<file path="src/rtl/blwd_pkg.sv">
// Shared definitions for the bounded list block: request modes, status codes,
// default capacity and the request and response records.
// No dependencies.
`timescale 1ns / 1ps
`default_nettype none

package blwd_pkg;

  // Default number of entries the list can hold
  localparam int unsigned CapacityDefault = 16;

  // Request modes
  localparam logic [2:0] MODE_INSERT   = 3'd0;
  localparam logic [2:0] MODE_REM_HEAD = 3'd1;
  localparam logic [2:0] MODE_REM_VAL  = 3'd2;
  localparam logic [2:0] MODE_CLEAR    = 3'd3;
  localparam logic [2:0] MODE_REPLACE  = 3'd4;

  // Result status codes
  localparam logic [1:0] STAT_OK       = 2'd0;
  localparam logic [1:0] STAT_FULL     = 2'd1;
  localparam logic [1:0] STAT_EMPTY    = 2'd2;
  localparam logic [1:0] STAT_NOTFOUND = 2'd3;

  typedef struct packed {
    logic [2:0]         mode;
    logic signed [31:0] value;
    logic signed [31:0] new_value;
  } req_t;

  typedef struct packed {
    logic [1:0] status;
    logic [4:0] occupancy;
    logic       is_empty;
  } rsp_t;

endpackage

`default_nettype wire

</file>
<file path="src/rtl/bounded_list_with_delete.sv">
// Top level of the bounded list block: input and output handshakes and the
// output register around the list sequencer. Depends on blwd_pkg, blwd_core.
`timescale 1ns / 1ps
`default_nettype none

// Ordered store of up to CAPACITY signed 32-bit values, newest at the head.
// Each beat on the input carries a mode (insert at head, remove head, remove
// first match from the head, clear, replace all matches) and returns exactly
// one result beat with status, occupancy and an empty flag. Requests run one
// at a time. The entries sit in a single memory with one read and one write
// port, so each walk handles one entry per cycle. Insert, remove-head, clear,
// unused modes and any request on an empty list go straight to the result
// state; replace-all reads every entry once; remove-value reads from the head
// down to the first match and, for a match below the head, then moves each
// entry above it down by one, or reads the whole list when nothing matches.
// The next request is taken once the result has moved to the output register,
// even while that result stalls.
module bounded_list_with_delete #(
  parameter int unsigned CAPACITY = blwd_pkg::CapacityDefault
) (
  input  wire logic        clk_i,
  input  wire logic        rst_ni,
  input  wire logic        in_valid_i,
  output logic             in_stall_o,
  input  wire logic [2:0]  mode_i,
  input  wire logic signed [31:0] value_i,
  input  wire logic signed [31:0] new_value_i,
  output logic             out_valid_o,
  input  wire logic        out_stall_i,
  output logic [1:0]       status_o,
  output logic [4:0]       occupancy_o,
  output logic             is_empty_o
);

  blwd_pkg::req_t req;
  blwd_pkg::rsp_t rsp;
  blwd_pkg::rsp_t out_q;
  logic           busy;
  logic           rsp_valid;
  logic           out_valid_q;
  logic           out_free;
  logic           start;

  assign req.mode      = mode_i;
  assign req.value     = value_i;
  assign req.new_value = new_value_i;

  assign in_stall_o = busy;
  assign start      = in_valid_i && !busy;
  assign out_free   = !out_valid_q || !out_stall_i;

  blwd_core #(
    .CAPACITY(CAPACITY)
  ) u_core (
    .clk_i       (clk_i),
    .rst_ni      (rst_ni),
    .start_i     (start),
    .req_i       (req),
    .take_i      (out_free),
    .busy_o      (busy),
    .rsp_valid_o (rsp_valid),
    .rsp_o       (rsp)
  );

  // Output beat valid: set on a new result, drop once taken
  always_ff @(posedge clk_i or negedge rst_ni) begin
    if (!rst_ni) begin
      out_valid_q <= 1'b0;
    end else if (out_free) begin
      out_valid_q <= rsp_valid;
    end
  end

  // Output payload: load only into a free slot, hold while stalled
  always_ff @(posedge clk_i) begin
    if (out_free && rsp_valid) begin
      out_q <= rsp;
    end
  end

  assign out_valid_o = out_valid_q;
  assign status_o    = out_q.status;
  assign occupancy_o = out_q.occupancy;
  assign is_empty_o  = out_q.is_empty;

endmodule

`default_nettype wire

</file>
<file path="src/rtl/blwd_core.sv">
// List sequencer and entry memory: runs one request at a time over a
// synchronous single-read, single-write memory. Depends on blwd_pkg.
`timescale 1ns / 1ps
`default_nettype none

module blwd_core #(
  parameter int unsigned CAPACITY = blwd_pkg::CapacityDefault
) (
  input  wire logic          clk_i,
  input  wire logic          rst_ni,
  input  wire logic          start_i,
  input  wire blwd_pkg::req_t req_i,
  input  wire logic          take_i,
  output logic               busy_o,
  output logic               rsp_valid_o,
  output blwd_pkg::rsp_t     rsp_o
);

  localparam int unsigned AW = $clog2(CAPACITY);
  localparam int unsigned CW = $clog2(CAPACITY + 1);

  typedef enum logic [4:0] {
    ST_IDLE = 5'b00001,
    ST_SRCH = 5'b00010,
    ST_CMPT = 5'b00100,
    ST_RPLC = 5'b01000,
    ST_RESP = 5'b10000
  } state_e;

  // Entries live in reverse order: the head sits at address count-1, so
  // insert and remove-head touch only one end.
  logic [31:0] mem_q [CAPACITY];
  logic [31:0] rdata_q;

  state_e        state_q, state_d;
  logic [CW-1:0] count_q, count_d;
  logic [AW-1:0] rd_q, rd_d;
  logic [AW-1:0] ra_q, ra_d;
  logic          iss_q, iss_d;
  logic          rv_q, rv_d;
  logic [1:0]    status_q, status_d;
  logic [31:0]   val_q, val_d;
  logic [31:0]   nval_q, nval_d;

  logic          we;
  logic [AW-1:0] waddr;
  logic [31:0]   wdata;
  logic [AW-1:0] last_addr;
  logic          hit;

  assign last_addr = AW'(count_q - CW'(1));
  assign hit       = (rdata_q == val_q);

  // Memory: one write port, one registered read port
  always_ff @(posedge clk_i) begin
    if (we) begin
      mem_q[waddr] <= wdata;
    end
    rdata_q <= mem_q[rd_q];
  end

  // Sequencer
  always_comb begin
    state_d  = state_q;
    count_d  = count_q;
    rd_d     = rd_q;
    ra_d     = ra_q;
    iss_d    = iss_q;
    rv_d     = 1'b0;
    status_d = status_q;
    val_d    = val_q;
    nval_d   = nval_q;
    we       = 1'b0;
    waddr    = count_q[AW-1:0];
    wdata    = req_i.value;

    case (state_q)
      ST_IDLE: begin
        if (start_i) begin
          val_d    = req_i.value;
          nval_d   = req_i.new_value;
          status_d = blwd_pkg::STAT_OK;
          iss_d    = 1'b1;
          state_d  = ST_RESP;
          case (req_i.mode)
            blwd_pkg::MODE_INSERT: begin
              if (count_q == CW'(CAPACITY)) begin
                status_d = blwd_pkg::STAT_FULL;
              end else begin
                we      = 1'b1;
                count_d = count_q + CW'(1);
              end
            end
            blwd_pkg::MODE_REM_HEAD: begin
              if (count_q == '0) begin
                status_d = blwd_pkg::STAT_EMPTY;
              end else begin
                count_d = count_q - CW'(1);
              end
            end
            blwd_pkg::MODE_REM_VAL: begin
              if (count_q == '0) begin
                status_d = blwd_pkg::STAT_EMPTY;
              end else begin
                rd_d    = last_addr;
                state_d = ST_SRCH;
              end
            end
            blwd_pkg::MODE_CLEAR: begin
              count_d = '0;
            end
            blwd_pkg::MODE_REPLACE: begin
              if (count_q != '0) begin
                rd_d    = '0;
                state_d = ST_RPLC;
              end
            end
            default: begin
            end
          endcase
        end
      end

      // Walk from the head toward the tail, one read per cycle
      ST_SRCH: begin
        if (iss_q) begin
          rv_d = 1'b1;
          ra_d = rd_q;
          if (rd_q == '0) begin
            iss_d = 1'b0;
          end else begin
            rd_d = rd_q - AW'(1);
          end
        end
        if (rv_q) begin
          if (hit) begin
            if (ra_q == last_addr) begin
              count_d = count_q - CW'(1);
              state_d = ST_RESP;
            end else begin
              rd_d    = ra_q + AW'(1);
              iss_d   = 1'b1;
              rv_d    = 1'b0;
              state_d = ST_CMPT;
            end
          end else if (ra_q == '0) begin
            status_d = blwd_pkg::STAT_NOTFOUND;
            state_d  = ST_RESP;
          end
        end
      end

      // Close the gap: move each entry above the match down by one
      ST_CMPT: begin
        if (iss_q) begin
          rv_d = 1'b1;
          ra_d = rd_q;
          if (rd_q == last_addr) begin
            iss_d = 1'b0;
          end else begin
            rd_d = rd_q + AW'(1);
          end
        end
        if (rv_q) begin
          we    = 1'b1;
          waddr = ra_q - AW'(1);
          wdata = rdata_q;
          if (ra_q == last_addr) begin
            count_d = count_q - CW'(1);
            state_d = ST_RESP;
          end
        end
      end

      // Rewrite every matching entry in place
      ST_RPLC: begin
        if (iss_q) begin
          rv_d = 1'b1;
          ra_d = rd_q;
          if (rd_q == last_addr) begin
            iss_d = 1'b0;
          end else begin
            rd_d = rd_q + AW'(1);
          end
        end
        if (rv_q) begin
          if (hit) begin
            we    = 1'b1;
            waddr = ra_q;
            wdata = nval_q;
          end
          if (ra_q == last_addr) begin
            state_d = ST_RESP;
          end
        end
      end

      // Hold the result until the output side takes it
      ST_RESP: begin
        if (take_i) begin
          state_d = ST_IDLE;
        end
      end

      default: begin
        state_d = ST_IDLE;
      end
    endcase
  end

  // Control state
  always_ff @(posedge clk_i or negedge rst_ni) begin
    if (!rst_ni) begin
      state_q <= ST_IDLE;
      count_q <= '0;
      iss_q   <= 1'b0;
      rv_q    <= 1'b0;
    end else begin
      state_q <= state_d;
      count_q <= count_d;
      iss_q   <= iss_d;
      rv_q    <= rv_d;
    end
  end

  // Working registers
  always_ff @(posedge clk_i) begin
    rd_q     <= rd_d;
    ra_q     <= ra_d;
    status_q <= status_d;
    val_q    <= val_d;
    nval_q   <= nval_d;
  end

  assign busy_o          = (state_q != ST_IDLE);
  assign rsp_valid_o     = (state_q == ST_RESP);
  assign rsp_o.status    = status_q;
  assign rsp_o.occupancy = 5'(count_q);
  assign rsp_o.is_empty  = (count_q == '0);

endmodule

`default_nettype wire
</file>
<file path="config.mk">
export PLATFORM = sky130hd
export DESIGN_NAME = bounded_list_with_delete
export DESIGN_NICKNAME = d
export VERILOG_FILES = /design/src/rtl/blwd_pkg.sv /design/src/rtl/bounded_list_with_delete.sv /design/src/rtl/blwd_core.sv
export SDC_FILE = /design/constraint.sdc
export NUM_CORES = 1
export LEC_CHECK = 0
export BUFFER_PORTS_ARGS = -buffer_cell sky130_fd_sc_hd__buf_2
export CORE_MARGIN = 2
export CORE_UTILIZATION = 25
export CTS_CLUSTER_DIAMETER = 100
export CTS_CLUSTER_SIZE = 12
export DETAILED_ROUTE_END_ITERATION = 8
export GPL_ROUTABILITY_DRIVEN = 0
export PLACE_DENSITY = 0.49
export SLEW_MARGIN = 10
export SYNTH_ARGS = -nofsm -noshare
export SYNTH_HDL_FRONTEND = slang
export SYNTH_SLANG_ARGS = --single-unit
</file>
<file path="constraint.sdc">
create_clock -name clk_i -period 19.04 [get_ports clk_i]
set_clock_uncertainty 0.05 [all_clocks]
set_input_delay 3.808 -clock clk_i [delete_from_list [all_inputs] [get_ports clk_i]]
set_output_delay 3.808 -clock clk_i [all_outputs]
set_load 0.05 [all_outputs]
</file>
==> results.md <==
* Final period util at 32.2%
* Switching Fraction at a little under 30%
* Hold Buf Count CTS at 0
* Largest net degree at the start of global routing at between 100 and 150
* Starting DRT DRC Count at a little under 900
* R2r startpoint: u_core.val_q[12]$_DFFE_PP_
* Die width at 319 µm
* Cell Area, Placed at roughly 27,000 µm²
* Mapped Cells at between 1,000 and 1,500
* Count leader, synth: edfxtp_1
* Initial antenna violation count at 1
* Area grow syn2layout at 15.5%
* RSZ-0062 raised after global routing: false
* Placed Cells at ~2,500
* Clock latency on the worst-skew pair at 650 ps
* R2R setup slack at 13,880 ps
* Cell Count, Final, Fillers Out at ~2,700
* Post-synthesis register bit count at about 640
* Metal2 WL at 28,800 µm
* Met3 wire len at 2310 µm
* H-Tree Depth at 2
* Total gr overflow at 0
* HPWL Detailed at 34,800 µm
* Top cells by count, synth: 594 x edfxtp_1, 160 x mux4_2, 91 x nand2_1
* M1 WL at approximately 26,000 µm
* Setup crit start kind: primary input
* Slew Limit Headroom at between 10% and 20%
* # rows at approximately 120
* All-Layer GR Usage at between 10 and 15%
* Ys flop type: edfxtp_1
* Port Buf Inserts at 80
* # setup viols final at 0
* Clock share of power at just under 30%
* Hold Startpoint: u_core.status_q[0]$_SDFFCE_PP1P_
* TritonCTS buffer count at 59
* Static Leakage at 0.00900 µW
* Top cells by area, synth: edfxtp_1 72%, mux4_2 15%, dfxtp_1 2.6%, xnor2_1 1.5%, nand2_1 1.4%
* Maximum clock rate at 163 MHz
* Initial cell density of the core at 25.2%
* IO Count at 81
* Nets@finish at between 1,000 and 1,500
* Antenna Violating Nets Remaining at 0
* Internal power at about 2700 µW
* Post-CTS sizing at 0
* Die Span Y at around 320 µm
* Syn nets at 1,287
* Maximum VDD drop at 0.000105 V
* Via/cell ratio at about 4.4
* TritonRoute pass-1 iters at 5
* Worst-Margin Slew at 1280 ps
* Pwr per Cell Area at between 100 and 150 nW/µm²
* R2R cell count at 9
* Crit path arrival time at approximately 6400 ps
* Root Driver: clkbuf_16
* Required @ worst endpoint at 19,250 ps
* Vias in the first global route at approximately 12,000
* Outcome: completed
* Seq pwr share at 44.8%
* HP Class: register to register
* CTS tree: built
* Core area at roughly 100,000 µm²
* Post-CTS Setup Repair Bufs at 0
* Library cells used by synthesis at 57
* Post-synth EDFFs at 594
* Sum of negative setup slack at 0 ps
* Largest area contributor in the netlist: edfxtp_1
* Min cycle time layout at just over 6000 ps
* Die area at approximately 100,000 µm²
* Layout cell share with drive strength beyond 1 at a little over a quarter
* Vias at between 10,000 and 15,000
* Top cell type's share of synthesized area at between 70% and 80%
* Largest fanout on the critical path at 67
* Gate power share at around a quarter
* CP Capture Type: register
* Max cap viols at 0
* Hold endpoint: status_o[0]$_DFFE_PP_
* Fin. max-slew vios at 0
* Finished Cell Area at around 29,000 µm²
* Clock-pin slew on the worst setup and hold paths at 70 ps
* Fin util at 29.1%
* Hold path cells at 0
* Routed WL per cell at ~22 µm
* Combined area of all synthesized cells at 24,800 µm²
* Crit Path Class: primary input to register
* DRC at 0
* Final-report hold violation count at 0
* Post-Route WL at 58,500 µm
* Sw Pwr at approximately 1100 µW
* # clock sinks at 639
* Reg2reg end: u_core.mem_q[4][28]$_DFFE_PP_
* Post-synth ARST share at 2.03%
* Register area share after synthesis at between 70% and 80%
* Syn Area/Cell at ~21 µm²
* Overall Power at a little under 4000 µW
* Highest Signal Layer: met4
* First-pass GRT wire length at between 80,000 and 90,000 µm
* Clock buffer depth at 3
* Ys Warns at 0
[metal layers]
metal  global-route usage (%)  vias up
met5                        0        -
met4                     2.62        0
met3                     1.76       63
met2                     19.2      223
met1                     15.8     6254
li1                         -     5179
[placed cells by master (no fill, tap or decap), types with 3 or more instances in the layout]
cell / count
o21ai_0: 10
and3_2: 3
and2_1: 3
mux4_2: 160
a21o_1: 3
and3_1: 3
nor3_2: 12
o22ai_1: 4
edfxtp_1: 594
nor4_1: 4
nand3_1: 9
a21oi_1: 11
inv_1: 7
ha_1: 6
clkbuf_1: 47
nand3b_1: 3
nand4_1: 8
nand2b_1: 7
a22oi_1: 35
dfxtp_1: 32
buf_4: 28
clkbuf_16: 59
dfrtp_1: 12
o211ai_1: 3
o221ai_1: 4
nor2b_1: 5
nor2_1: 20
mux2i_1: 6
nor3b_2: 4
nand2_1: 91
xnor2_1: 43
a31oi_1: 5
xor2_1: 5
nor3_1: 6
buf_2: 80
[registers in the layout (all words and copies together) (netlist names), 2 cells and up]
name / flops
occupancy_o: 5
u_core.status_q: 2
u_core.rd_q: 4
u_core.val_q: 32
u_core.rdata_q: 32
status_o: 2
u_core.count_q: 5
u_core.mem_q: 512
u_core.nval_q: 32
u_core.ra_q: 4
u_core.state_q: 5
[critical path, cell delays in order]
cell,delay (ps)
buf_2,110
and2_4,130
buf_4,770
and3_1,290
o311ai_1,100
buf_4,220
nor3_2,330
buf_4,520
[power by group through the flow]
stage               sequential [µW]  combinational, µW  clock (µW)
floorplan                      1740                717           0
global placement               1750               1050           0
detailed placement             1750               1050           0
CTS                            1720               1050        1140
global route                   1730               1090        1200
finish                         1720               1010        1110
[per-stage QoR]
stage          hold WS, ps  worst slack (ps)
2_1_floorplan          350             10170
3_3_place_gp           361             12270
3_5_place_dp           355             12200
4_1_cts                375             12860
5_1_grt                381             12760
6_report               376             12900
[worst max path at each step]
stage,from,end
global route,in_valid_i,u_core.mem_q[5][28]$_DFFE_PP_
detailed placement,in_valid_i,u_core.mem_q[5][18]$_DFFE_PP_
global placement,in_valid_i,u_core.mem_q[5][12]$_DFFE_PP_
CTS,in_valid_i,u_core.mem_q[5][27]$_DFFE_PP_
finish,in_valid_i,u_core.mem_q[5][12]$_DFFE_PP_
floorplan,in_valid_i,u_core.mem_q[10][0]$_DFFE_PP_
[cell families after synthesis]
group / share of synthesized area, %
compound gates: 2.57
flops: 75.7
buf+inv: 1.10
mux: 14.8
fa+ha+maj: 0.302
simple gates: 3.61
xor+xnor: 1.85
[layout make-up]
type / instances / area, µm²
fill: 9662 / 69700
sequential: 639 / 18800
multi-input combinational: 502 / 5850
clock buffer: 106 / 1650
tap: 1287 / 1610
timing repair buffer: 109 / 631
clock inverter: 5 / 106
inverter: 8 / 30.0
antenna: 1 / 2.50
(Power assumes the default switching activity.)
